## config.mk

```make
export PLATFORM = sky130hd
export DESIGN_NAME = battery_charge_counter
export DESIGN_NICKNAME = d
export VERILOG_FILES = /design/src/sv/bcc_pkg.sv /design/src/sv/battery_charge_counter.sv
export SDC_FILE = /design/constraint.sdc
export NUM_CORES = 2
export LEC_CHECK = 0
export BUFFER_PORTS_ARGS = -buffer_cell sky130_fd_sc_hd__buf_4
export CAP_MARGIN = 20
export CORE_UTILIZATION = 52
export CTS_BUF_LIST = sky130_fd_sc_hd__clkbuf_8
export CTS_CLUSTER_DIAMETER = 40
export CTS_CLUSTER_SIZE = 12
export DETAILED_ROUTE_END_ITERATION = 16
export MAX_ROUTING_LAYER = met4
export PLACE_DENSITY = 0.79
export RECOVER_POWER = 100
export SYNTH_ARGS = -nofsm -noshare
export SYNTH_HDL_FRONTEND = slang
export SYNTH_SLANG_ARGS = --single-unit
```

## constraint.sdc

```tcl
create_clock -name clk -period 6.2 [get_ports clk]
set_clock_uncertainty 0.15 [all_clocks]
set_input_delay 0.62 -clock clk [delete_from_list [all_inputs] [get_ports clk]]
set_output_delay 0.62 -clock clk [all_outputs]
set_load 0.01 [all_outputs]
```

## src/sv/bcc_pkg.sv

```systemverilog
`timescale 1ns / 1ps

package bcc_pkg;

    // Field and state widths
    localparam int CodeW    = 8;
    localparam int SetpW    = 8;
    localparam int PwmW     = 8;
    localparam int VoltW    = 10;
    localparam int CurW     = 14;
    localparam int SetSumW  = 12;
    localparam int OffSumW  = 22;
    localparam int FracW    = 16;
    localparam int UsedW    = 16;
    localparam int PowW     = 17;
    localparam int RegW     = 16;
    localparam int ByteRegW = 8;
    localparam int CfgAddrW = 2;
    localparam int DecW     = 10;

    // Shared divider: dividend / quotient shift register and remainder
    localparam int DivW     = 24;
    localparam int DivRemW  = 16;
    localparam int DivCntW  = 5;

    // Power scaling: x / 100 == (x * ceil(2^31 / 100)) >> 31 for every x below 2^24
    localparam int RecipW     = 25;
    localparam int ScaleShift = 31;

    // Packed stream widths
    localparam int InTdataW  = 40;
    localparam int OutTdataW = 56;

    // Register indexes
    localparam logic [CfgAddrW-1:0] CFG_BOARD_OFFSET     = 2'd0;
    localparam logic [CfgAddrW-1:0] CFG_PER_MOTOR_OFFSET = 2'd1;
    localparam logic [CfgAddrW-1:0] CFG_UNITS_PER_MAH    = 2'd2;

    // Register reset values
    localparam logic [ByteRegW-1:0] BOARD_OFFSET_RST     = 8'd5;
    localparam logic [ByteRegW-1:0] PER_MOTOR_OFFSET_RST = 8'd2;
    localparam logic [RegW-1:0]     UNITS_PER_MAH_RST    = 16'd720;

    // Codes and limits
    localparam logic [CodeW-1:0] CODE_INVALID  = 8'd255;
    localparam logic [CodeW-1:0] CODE_EXT_BASE = 8'd200;
    localparam logic [PwmW-1:0]  PWM_NONE      = 8'd255;
    localparam logic [PwmW-1:0]  PWM_REDUNDANT = 8'd254;
    localparam logic [CurW-1:0]  CUR_FULL_RES  = 14'd255;
    localparam logic [RegW-1:0]  POWER_DIVISOR = 16'd100;
    localparam logic [RecipW-1:0] POWER_RECIP  = 25'd21474837;
    localparam logic [RegW-1:0]  UNITS_MIN     = 16'd64;
    localparam logic [PowW-1:0]  POWER_MAX     = 17'd131071;
    localparam logic [DivCntW-1:0] DIV_LAST_STEP = 5'd23;

    typedef enum logic [2:0] {
        ST_IDLE,
        ST_CORRECT,
        ST_MUL,
        ST_SCALE,
        ST_DIV_MAH,
        ST_FINISH
    } state_t;

    // Decode a current code into 0.1 A units
    function automatic logic [DecW-1:0] decode_current(
        input logic [CodeW-1:0] code,
        input logic             high
    );
        logic [DecW-1:0] ext;
        logic [DecW-1:0] res;
        ext = DecW'(code - CODE_EXT_BASE);
        if (code == CODE_INVALID)
            res = '0;
        else if (code <= CODE_EXT_BASE || !high)
            res = DecW'(code);
        else
            res = DecW'(CODE_EXT_BASE) + (ext << 3) + (ext << 1);
        return res;
    endfunction

endpackage

```

## src/sv/battery_charge_counter.sv

```systemverilog
`timescale 1ns / 1ps

// Channel   Dir  Signals                      Contents
// s_axis    in   tvalid tready tdata tuser    one motor report, tlast ends interval
//                tlast
// m_axis    out  tvalid tready tdata          one result per interval
// cfg       in   cfg_we cfg_addr cfg_wdata    register writes, no read-back
//
// A report without tlast is taken and the block stays ready.
// A report with tlast makes the block busy before the next request is taken: its own
// accept, a correction step, a multiply step, a step that scales
// the product by a reciprocal of 100 and loads the divider, the steps of the shared
// one-bit-per-cycle divider for the mAh step count, and a step that loads the result
// register. That final step waits while the result register still holds an
// untaken result.
// Reset is asynchronous, active low; control, state and configuration registers return to their reset values.
module battery_charge_counter #(
    parameter int MOTORS = 12
) (
    input  logic                          clk,
    input  logic                          rst_n,
    input  logic                          s_axis_tvalid,
    output logic                          s_axis_tready,
    // present[0], current_code[8:1], setpoint[16:9], max_pwm[24:17],
    // battery_voltage[34:25], zero fill[39:35]
    input  logic [bcc_pkg::InTdataW-1:0]  s_axis_tdata,
    // high_range[0]
    input  logic                          s_axis_tuser,
    input  logic                          s_axis_tlast,
    output logic                          m_axis_tvalid,
    input  logic                          m_axis_tready,
    // total_current[13:0], power_watts[30:14], used_mah[46:31],
    // min_max_pwm[54:47], redundancy_active[55]
    output logic [bcc_pkg::OutTdataW-1:0] m_axis_tdata,
    input  logic                          cfg_we,
    input  logic [bcc_pkg::CfgAddrW-1:0]  cfg_addr,
    input  logic [bcc_pkg::RegW-1:0]      cfg_wdata
);
    import bcc_pkg::*;

    localparam int CntW    = $clog2(MOTORS + 1);
    localparam int MotW    = CntW + ByteRegW;
    localparam int RunW    = CurW + 1;
    localparam int SumW    = FracW + 1;
    localparam int ScaledW = DivW + RecipW;

    // Input fields
    logic             in_present;
    logic [CodeW-1:0] in_code;
    logic [SetpW-1:0] in_setpoint;
    logic [PwmW-1:0]  in_pwm;
    logic [VoltW-1:0] in_volts;

    // Control state
    state_t state_reg, state_next;
    logic   out_valid_reg, out_valid_next;
    logic   out_free;

    // Configuration registers
    logic [ByteRegW-1:0] board_offset_reg;
    logic [ByteRegW-1:0] per_motor_offset_reg;
    logic [RegW-1:0]     units_per_mah_reg;

    // Interval and long-term state
    logic [CurW-1:0]    current_sum_reg, current_sum_next;
    logic [SetSumW-1:0] setpoint_sum_reg, setpoint_sum_next;
    logic [CntW-1:0]    motor_count_reg, motor_count_next;
    logic [PwmW-1:0]    running_min_reg, running_min_next;
    logic               redundancy_reg, redundancy_next;
    logic [OffSumW-1:0] offset_sum_reg, offset_sum_next;
    logic [CurW-1:0]    current_offset_reg, current_offset_next;
    logic [FracW-1:0]   fraction_reg, fraction_next;
    logic [UsedW-1:0]   used_charge_reg, used_charge_next;

    // Working registers
    logic [VoltW-1:0]   volts_reg, volts_next;
    logic [CurW-1:0]    cur_reg, cur_next;
    logic [PowW-1:0]    power_reg, power_next;
    logic [DivW-1:0]    quo_reg, quo_next;
    logic [DivRemW-1:0] rem_reg, rem_next;
    logic [RegW-1:0]    divisor_reg, divisor_next;
    logic [DivCntW-1:0] step_reg, step_next;

    // Result register
    logic [CurW-1:0]  out_cur_reg, out_cur_next;
    logic [PowW-1:0]  out_power_reg, out_power_next;
    logic [UsedW-1:0] out_used_reg, out_used_next;
    logic [PwmW-1:0]  out_min_reg, out_min_next;
    logic             out_red_reg, out_red_next;

    // Datapath helpers
    logic [DivRemW:0]   div_trial;
    logic               div_ge;
    logic [DivRemW:0]   div_diff;
    logic [DivRemW-1:0] step_rem;
    logic [DivW-1:0]    step_quo;
    logic [ScaledW-1:0] scaled;
    logic [PowW-1:0]    power_sat;
    logic [CurW-1:0]    mul_cur;
    logic [DivW-1:0]    product;
    logic [CurW-1:0]    run_sub;
    logic [MotW-1:0]    motor_term;
    logic [RunW-1:0]    run_total;
    logic [CurW-1:0]    idle_offset;
    logic [SumW-1:0]    mah_sum;
    logic [DivW-1:0]    mah_dividend;
    logic [RegW-1:0]    units_eff;
    logic [UsedW-1:0]   used_sum;

    // Unpack the request
    assign in_present  = s_axis_tdata[0];
    assign in_code     = s_axis_tdata[8:1];
    assign in_setpoint = s_axis_tdata[16:9];
    assign in_pwm      = s_axis_tdata[24:17];
    assign in_volts    = s_axis_tdata[34:25];

    assign out_free = !out_valid_reg || m_axis_tready;

    // Shared divider step: shift one dividend bit into the remainder
    assign div_trial = {rem_reg, quo_reg[DivW-1]};
    assign div_ge    = div_trial >= {1'b0, divisor_reg};
    assign div_diff  = div_trial - {1'b0, divisor_reg};
    assign step_rem  = div_ge ? div_diff[DivRemW-1:0] : div_trial[DivRemW-1:0];
    assign step_quo  = {quo_reg[DivW-2:0], div_ge};

    // Power: product over 100 by reciprocal multiply, then saturate
    assign scaled    = ScaledW'(quo_reg) * ScaledW'(POWER_RECIP);
    assign power_sat = (scaled[ScaledW-1:ScaleShift+PowW] != '0)
                       ? POWER_MAX : scaled[ScaleShift+PowW-1:ScaleShift];

    // Power product: coarse current drops two bits, divisor 25 becomes 100
    assign mul_cur = (cur_reg < CUR_FULL_RES) ? cur_reg : {cur_reg[CurW-1:2], 2'b00};
    assign product = {{(DivW-VoltW){1'b0}}, volts_reg} * {{(DivW-CurW){1'b0}}, mul_cur};

    // Running correction terms
    assign run_sub     = (current_sum_reg > current_offset_reg)
                         ? current_sum_reg - current_offset_reg : '0;
    assign motor_term  = MotW'(motor_count_reg) * MotW'(per_motor_offset_reg);
    assign run_total   = RunW'(run_sub) + RunW'(board_offset_reg) + RunW'(motor_term);
    assign idle_offset = offset_sum_reg[OffSumW-1:8];

    // Charge count operands
    assign mah_sum      = SumW'(fraction_reg) + SumW'(cur_reg);
    assign mah_dividend = (mah_sum == '0) ? '0 : DivW'(mah_sum - SumW'(1));
    assign units_eff    = (units_per_mah_reg < UNITS_MIN) ? UNITS_MIN : units_per_mah_reg;
    assign used_sum     = used_charge_reg + quo_reg[UsedW-1:0];

    // Next state
    always_comb
    begin
        state_next = state_reg;
        unique case (state_reg)
            ST_IDLE:
            begin
                if (s_axis_tvalid && s_axis_tlast)
                    state_next = ST_CORRECT;
            end
            ST_CORRECT: state_next = ST_MUL;
            ST_MUL:     state_next = ST_SCALE;
            ST_SCALE:   state_next = ST_DIV_MAH;
            ST_DIV_MAH:
            begin
                if (step_reg == DIV_LAST_STEP)
                    state_next = ST_FINISH;
            end
            ST_FINISH:
            begin
                if (out_free)
                    state_next = ST_IDLE;
            end
            default:    state_next = ST_IDLE;
        endcase
    end

    // Datapath next values
    always_comb
    begin
        current_sum_next    = current_sum_reg;
        setpoint_sum_next   = setpoint_sum_reg;
        motor_count_next    = motor_count_reg;
        running_min_next    = running_min_reg;
        redundancy_next     = redundancy_reg;
        offset_sum_next     = offset_sum_reg;
        current_offset_next = current_offset_reg;
        fraction_next       = fraction_reg;
        used_charge_next    = used_charge_reg;
        volts_next          = volts_reg;
        cur_next            = cur_reg;
        power_next          = power_reg;
        quo_next            = quo_reg;
        rem_next            = rem_reg;
        divisor_next        = divisor_reg;
        step_next           = step_reg;
        out_cur_next        = out_cur_reg;
        out_power_next      = out_power_reg;
        out_used_next       = out_used_reg;
        out_min_next        = out_min_reg;
        out_red_next        = out_red_reg;
        out_valid_next      = out_valid_reg && !m_axis_tready;

        unique case (state_reg)
            ST_IDLE:
            begin
                // Latch the voltage; add a present motor, up to MOTORS, to the interval sums
                if (s_axis_tvalid)
                begin
                    volts_next = in_volts;
                    if (in_present && motor_count_reg < CntW'(MOTORS))
                    begin
                        motor_count_next  = motor_count_reg + CntW'(1);
                        current_sum_next  = current_sum_reg
                                            + CurW'(decode_current(in_code, s_axis_tuser));
                        setpoint_sum_next = setpoint_sum_reg + SetSumW'(in_setpoint);
                        if (in_pwm <= running_min_reg)
                            running_min_next = in_pwm;
                        else if (in_pwm == PWM_NONE)
                            redundancy_next = 1'b0;
                    end
                end
            end
            ST_CORRECT:
            begin
                // Idle: track offset by leaky sum; running: apply offsets
                if (setpoint_sum_reg == '0)
                begin
                    current_offset_next = idle_offset;
                    offset_sum_next     = offset_sum_reg - OffSumW'(idle_offset)
                                          + OffSumW'(current_sum_reg);
                    cur_next            = CurW'(board_offset_reg);
                    redundancy_next     = 1'b0;
                end
                else
                begin
                    cur_next = run_total[CurW-1:0];
                end
            end
            ST_MUL:
            begin
                // Hold V*I for scaling
                quo_next = product;
            end
            ST_SCALE:
            begin
                // Hold the power, then load the divider for the mAh steps
                power_next   = power_sat;
                quo_next     = mah_dividend;
                rem_next     = '0;
                divisor_next = units_eff;
                step_next    = '0;
            end
            ST_DIV_MAH:
            begin
                quo_next  = step_quo;
                rem_next  = step_rem;
                step_next = step_reg + DivCntW'(1);
            end
            ST_FINISH:
            begin
                // Load the result and start the next interval
                if (out_free)
                begin
                    fraction_next     = (mah_sum == '0) ? '0 : rem_reg + DivRemW'(1);
                    used_charge_next  = used_sum;
                    out_cur_next      = cur_reg;
                    out_power_next    = power_reg;
                    out_used_next     = used_sum;
                    out_min_next      = running_min_reg;
                    out_red_next      = redundancy_reg;
                    out_valid_next    = 1'b1;
                    current_sum_next  = '0;
                    setpoint_sum_next = '0;
                    motor_count_next  = '0;
                    running_min_next  = PWM_NONE;
                    if (running_min_reg == PWM_REDUNDANT)
                        redundancy_next = 1'b1;
                end
            end
            default: ;
        endcase
    end

    // Outputs
    always_comb
    begin
        s_axis_tready = (state_reg == ST_IDLE);
        m_axis_tvalid = out_valid_reg;
        m_axis_tdata  = {out_red_reg, out_min_reg, out_used_reg, out_power_reg, out_cur_reg};
    end

    // Configuration writes
    always_ff @(posedge clk or negedge rst_n)
    begin
        if (!rst_n)
        begin
            board_offset_reg     <= BOARD_OFFSET_RST;
            per_motor_offset_reg <= PER_MOTOR_OFFSET_RST;
            units_per_mah_reg    <= UNITS_PER_MAH_RST;
        end
        else if (cfg_we)
        begin
            unique case (cfg_addr)
                CFG_BOARD_OFFSET:     board_offset_reg     <= cfg_wdata[ByteRegW-1:0];
                CFG_PER_MOTOR_OFFSET: per_motor_offset_reg <= cfg_wdata[ByteRegW-1:0];
                CFG_UNITS_PER_MAH:    units_per_mah_reg    <= cfg_wdata;
                default: ;
            endcase
        end
    end

    // Control and state registers
    always_ff @(posedge clk or negedge rst_n)
    begin
        if (!rst_n)
        begin
            state_reg          <= ST_IDLE;
            out_valid_reg      <= 1'b0;
            step_reg           <= '0;
            current_sum_reg    <= '0;
            setpoint_sum_reg   <= '0;
            motor_count_reg    <= '0;
            running_min_reg    <= PWM_NONE;
            redundancy_reg     <= 1'b0;
            offset_sum_reg     <= '0;
            current_offset_reg <= '0;
            fraction_reg       <= '0;
            used_charge_reg    <= '0;
        end
        else
        begin
            state_reg          <= state_next;
            out_valid_reg      <= out_valid_next;
            step_reg           <= step_next;
            current_sum_reg    <= current_sum_next;
            setpoint_sum_reg   <= setpoint_sum_next;
            motor_count_reg    <= motor_count_next;
            running_min_reg    <= running_min_next;
            redundancy_reg     <= redundancy_next;
            offset_sum_reg     <= offset_sum_next;
            current_offset_reg <= current_offset_next;
            fraction_reg       <= fraction_next;
            used_charge_reg    <= used_charge_next;
        end
    end

    // Payload registers
    always_ff @(posedge clk)
    begin
        volts_reg     <= volts_next;
        cur_reg       <= cur_next;
        power_reg     <= power_next;
        quo_reg       <= quo_next;
        rem_reg       <= rem_next;
        divisor_reg   <= divisor_next;
        out_cur_reg   <= out_cur_next;
        out_power_reg <= out_power_next;
        out_used_reg  <= out_used_next;
        out_min_reg   <= out_min_next;
        out_red_reg   <= out_red_next;
    end

endmodule

```

Word-level counts from Yosys, hierarchy flattened
Cells that the tools add are included.
W data, S select, Z words.
{"block": "op_classes", "n_mux": 45, "n_addsub": 17, "eq_ne": 21, "reduce_logical": 26, "n_mul": 3, "order_cmp": 7}
{"operator": "$pmux W24 S3", "n": 1}
{"operator": "$mux W14", "n": 4}
{"operator": "$mux W10", "n": 5}
{"operator": "$mul A24 B25 Y49 const B", "n": 1}
{"operator": "$mux W8", "n": 5}
{"operator": "$mux W12", "n": 3}
{"operator": "$mux W16", "n": 2}
{"operator": "$pmux W16 S2", "n": 1}
{"operator": "$pmux W14 S2", "n": 1}
{"operator": "$eq A8 B8 Y1 const B", "n": 3}
{"operator": "$mul A10 B14 Y24", "n": 1}
{"operator": "$mux W24", "n": 1}
{"operator": "$pmux W12 S2", "n": 1}
{"operator": "$add A22 B14 Y22", "n": 1}
{"operator": "$sub A22 B14 Y22", "n": 1}
{"operator": "$pmux W3 S6", "n": 1}
{"operator": "$sub A17 B1 Y18 const B", "n": 1}
{"operator": "$add A16 B14 Y17", "n": 1}
{"operator": "$ge A17 B16 Y1", "n": 1}
{"operator": "$logic_not A17 Y1", "n": 1}
{"operator": "$add A16 B1 Y16 const B", "n": 1}
{"operator": "$add A16 B16 Y16", "n": 1}
{"operator": "$lt A16 B7 Y1 const B", "n": 1}
{"operator": "$pmux W8 S2", "n": 1}
{"operator": "other kinds (45)", "n": 79}
{"block": "word_totals", "output_inout_bits": 58, "ff_bits": 301, "elab_cells": 146}

Depth between registers and ports, before layout
{"block": "depth", "depth_word": 12, "depth_mapped": 31, "depth_no_buf": 30}

Worst setup path after synthesis
No wires, ideal clock.
{"block": "synth_path", "path_type": "register to register", "from": "register quo_reg[7]", "to": "register power_reg[3] (data pin)", "required_time_ps": 5776, "path_stages_with_launch": 23, "synth_period_minus_slack_ps": 6883, "slack_ps": -683, "t_arrival_ps": 6458, "cell_sequence": "edfxtp_1 > inv_1 > fa_1 > fa_1 > inv_1 > fa_1 > inv_1 > fa_1 > fa_1 > fa_1 > inv_1 > fa_1 > ha_1 > a21o_1 > a21o_1 > a211oi_1 > a211oi_1 > a311oi_1 > a21oi_1 > a211oi_1 > xnor2_1 > clkbuf_1 > o21ai_0"}
{"block": "synth_between", "elab_chain_cells": 1}
{"element": "from (decl)", "line_no": "battery_charge_counter.sv:79", "rtl": "logic [DivW-1:0] quo_reg, quo_next;"}
{"element": "from (signal assigned)", "line_no": "battery_charge_counter.sv:351", "rtl": "quo_reg <= quo_next;"}
{"element": "$mul A24 B25 Y49", "line_no": "battery_charge_counter.sv:127", "rtl": "assign scaled = ScaledW'(quo_reg) * ScaledW'(POWER_RECIP);"}
{"element": "to (signal assigned)", "line_no": "battery_charge_counter.sv:350", "rtl": "power_reg <= power_next;"}
{"element": "to (decl)", "line_no": "battery_charge_counter.sv:78", "rtl": "logic [PowW-1:0] power_reg, power_next;"}
No other way between the ends.
A chain may end at the register's enable or synchronous reset.

Final worst setup path
{"block": "layout_path", "from": "register cur_reg[8]", "to": "register quo_reg[23] (data pin)"}
{"block": "layout_between", "elab_chain_cells": 4, "word_cells_on_any_way": 8, "cone_classes": "2 x add/sub; 1 x mul; 1 x order compare; 3 x mux; 1 x reduce/logical"}
{"element": "from (decl)", "line_no": "battery_charge_counter.sv:77", "rtl": "logic [CurW-1:0] cur_reg, cur_next;"}
{"element": "from (signal assigned)", "line_no": "battery_charge_counter.sv:349", "rtl": "cur_reg <= cur_next;"}
{"element": "$lt A14 B8 Y1 or $add A16 B14 Y17 (tied branches)", "line_no": "battery_charge_counter.sv:132, battery_charge_counter.sv:143"}
{"element": "$mux W2, or another cell as far along", "line_no": "battery_charge_counter.sv:132", "rtl": "assign mul_cur = (cur_reg < CUR_FULL_RES) ? cur_reg : {cur_reg[CurW-1:2], 2'b00};"}
{"element": "$mul A10 B14 Y24 or $mux W24 (tied branches)", "line_no": "battery_charge_counter.sv:133, battery_charge_counter.sv:144"}
{"element": "$pmux W24 S3 *", "line_no": "battery_charge_counter.sv:201", "rtl": "unique case (state_reg)"}
{"element": "via quo_next[23]", "line_no": "battery_charge_counter.sv:79"}
The timed path passes the listed nets; every way through them passes the cells marked *.

==> flow_metrics.env <==
export IMPL_fin_crit_sh_pct=110.1
export IMPL_synthSimpleGateAreaFrac_pct=11.53
export IMPL_violations="capacitance limit, slew limit, setup timing"
export IMPL_synthFlopType="edfxtp_1"
export IMPL_place_area_um2=36790
export IMPL_cp_start_kind="register"
export IMPL_fin_crit_ns=6.823
export IMPL_relSlewSlack_pct=-83.37
export IMPL_wirelength_met1_um=34750
export IMPL_grt_pass1_vias=26680
export IMPL_holdCritPathClass="in2reg"
export IMPL_muxShareOfSynthArea_pct=1.367
export IMPL_cts_buffers_inserted=52
export IMPL_slew_viol_final=289
export IMPL_drt_wl_total_um=84530
export IMPL_gp_congestion=0.9963
export IMPL_grt_pass1_wl_um=134800
export IMPL_detail_route_wl_per_cell_um=17.89
export IMPL_postRouteAntennaNets=0
export IMPL_drive_gt1_share_pct=15.53
export IMPL_seq_area_frac_synth_pct=25.10
export IMPL_synth_xor_area_share_pct=3.701
export IMPL_path_delay_family="adder cells"
export IMPL_ios=123
export IMPL_ys_ff_latch=301
export IMPL_synth_compound_area_share_pct=11.54
export IMPL_worstSetupPathType="reg2reg"
export IMPL_drc=0
export IMPL_numPortBuffers=117
export IMPL_fill_cells=5165
export IMPL_final_common_cell="inv_1"
export IMPL_arrival_ns=7.22
export IMPL_synth_area_per_cell_um2=9.626
export IMPL_wl_met3_um=3846
export IMPL_firstDrtPassIters=5
export IMPL_area_growth_pct=17.27
export IMPL_syn_nets=4305
export IMPL_cts_root_buf="clkbuf_8"
export IMPL_h_tree_depth=2
export IMPL_vias=25740
export IMPL_setup_tns_ns=-12.27
export IMPL_finalHoldViolCount=0
export IMPL_numClockSinks=301
export IMPL_largest_register_ffs=24
export IMPL_end_kind="register"
export IMPL_die_area_um2=64730
export IMPL_met2_length_um=42930
export IMPL_rsz0062_at_grt="true"
export IMPL_worstPathRequired_ns=6.59
export IMPL_crit_path_top_delay_cell="or4_1"
export IMPL_cts_tree="built"
export IMPL_dp_hpwl_um=66530
export IMPL_drt_iter0_drc=1485
export IMPL_async_flop_share_pct=49.17
export IMPL_status="finished with violations"
export IMPL_rows=92
export IMPL_top_layer_used="met4"
export IMPL_cap_viol_max_count=6
export IMPL_crit_top_cell="fa_1"
export IMPL_nets=4695
export IMPL_max_clock_freq_ghz=0.1466
export IMPL_clock_latency_ns=0.71
export IMPL_synth_top_family_by_area="adder cells"
export IMPL_ys_warn_count=0
export IMPL_fin_cells=4725
export IMPL_dp_cells=4564
export IMPL_die_w_um=254.4
export IMPL_fin_ws_ns=-0.6234
export IMPL_worstMarginPinSlew_ns=2.751
export IMPL_grt_usage_pct=27.27
export IMPL_syn_cell_area_um2=33130
export IMPL_grt_max_degree=99
export IMPL_path_max_fanout=5
export IMPL_grt_antenna_before_repair=1
export IMPL_setup_viol=30
export IMPL_path_clk_slew_ns=0.07
export IMPL_grt_remaining_overflow=0
export IMPL_die_height_um=254.4
export IMPL_synth_cells=3442
export IMPL_start_util_pct=52.62
export IMPL_synthAdderAreaFrac_pct=38.02
export IMPL_clockBufferDepth=3
export IMPL_fin_area_um2=38850
export IMPL_ys_types=84
export IMPL_coreArea_um2=62970
export IMPL_avgViaCountPerCell=5.448
export IMPL_max_stage_delay_ns=0.60
export IMPL_path_buf_inv=8
export IMPL_fin_util_pct=61.71
export IMPL_synth_edf_count=153
export IMPL_final_cell_mix="659 x inv_1, 435 x ha_1, 335 x fa_1, 317 x nand2_1, 277 x buf_4"
per-stage QoR:
stage | hold WS (ns) | worst slack, ns
floorplan | 0.1744 | -0.2626
global route | 0.05526 | -0.8039
detailed placement | 0.2554 | -0.6804
finish | 0.06503 | -0.6234
CTS | 0.008286 | -0.5218
global placement | 0.2535 | -0.5655
cell families (layout without fill, tap and decap cells):
logic type,count (synthesis),after routing
buffers and inverters,764,1198
flip-flops,301,301
AO/OA/AOI/OAI,593,593
adder cells (fa/ha/maj),798,798
AND/OR/NAND/NOR,805,805
other,0,3
multiplexers,41,41
XOR/XNOR,140,140
cell usage after synthesis (23+ instances only):
cell / n / area (um2)
nand4_1: 23 / 143.9
dfrtp_1: 133 / 3328
and2_1: 67 / 419.2
ha_1: 450 / 5630
nand2_1: 328 / 1231
o21a_1: 26 / 195.2
edfxtp_1: 153 / 4594
inv_1: 671 / 2519
clkbuf_1: 79 / 296.5
o21ai_0: 153 / 765.7
xor2_1: 47 / 411.6
xnor2_1: 93 / 814.5
nand3_1: 60 / 300.3
o31ai_1: 29 / 217.7
fa_1: 348 / 6967
mux2_2: 34 / 382.9
a21o_1: 48 / 360.4
nor3_1: 51 / 255.2
a21oi_1: 159 / 795.8
nor2_1: 142 / 533.0
cell type report:
cell class	count	area, um2	area share, %
multi-input cells	2377	22670	58.34
flip-flops and latches	301	8317	21.41
repair buffers	429	2992	7.700
inverters	671	2520	6.486
well taps	846	1059	2.724
clock buffers	55	757.0	1.948
clock inverters	43	534.3	1.375
diodes	3	7.507	0.01932
per-layer routing:
metal  up-vias  global-route usage (%)
li1      12190                       -
met1     12710                   32.98
met2       644                   47.17
met3       191                   2.970
met4         0                   9.604
met5         -                       -
worst register-to-register path, delay by kind of cell (launching register included):
kind / cells / cell delay (ns)
AO/OA/AOI/OAI: 5 / 0.57
adder cells (fa/ha/maj): 6 / 2.77
buffers and inverters: 8 / 0.91
flip-flops: 1 / 0.40
multiplexers: 1 / 0.22
AND/OR/NAND/NOR: 8 / 1.65
what timing repair did:
item | in CTS | in global routing
hold buffers | 29 | 0
hold endpoints to repair | 121 | 0
gates resized for setup | 94 | 68
buffers inserted | 21 | 13
endpoints found under the setup margin | 37 | 38
pin swaps | 48 | 68
path summary, 6_finish.rpt:
path                                   from                   to  slack (ns)  cells past startpoint
setup / recovery                 cur_reg[8]          quo_reg[23]       -0.62                     28
hold / removal             s_axis_tdata[23]   running_min_reg[6]        0.07                      3
setup reg to reg                 cur_reg[8]          quo_reg[23]       -0.62                     28
hold reg to reg                power_reg[7]     out_power_reg[7]        0.26                      0
max in group asynchronous             rst_n          step_reg[0]        1.02                      3
min in group asynchronous             rst_n  board_offset_reg[4]        1.19                      2
Power is not shown: default switching activity piles up to over one toggle a cycle in this logic, so the estimate is an artifact.
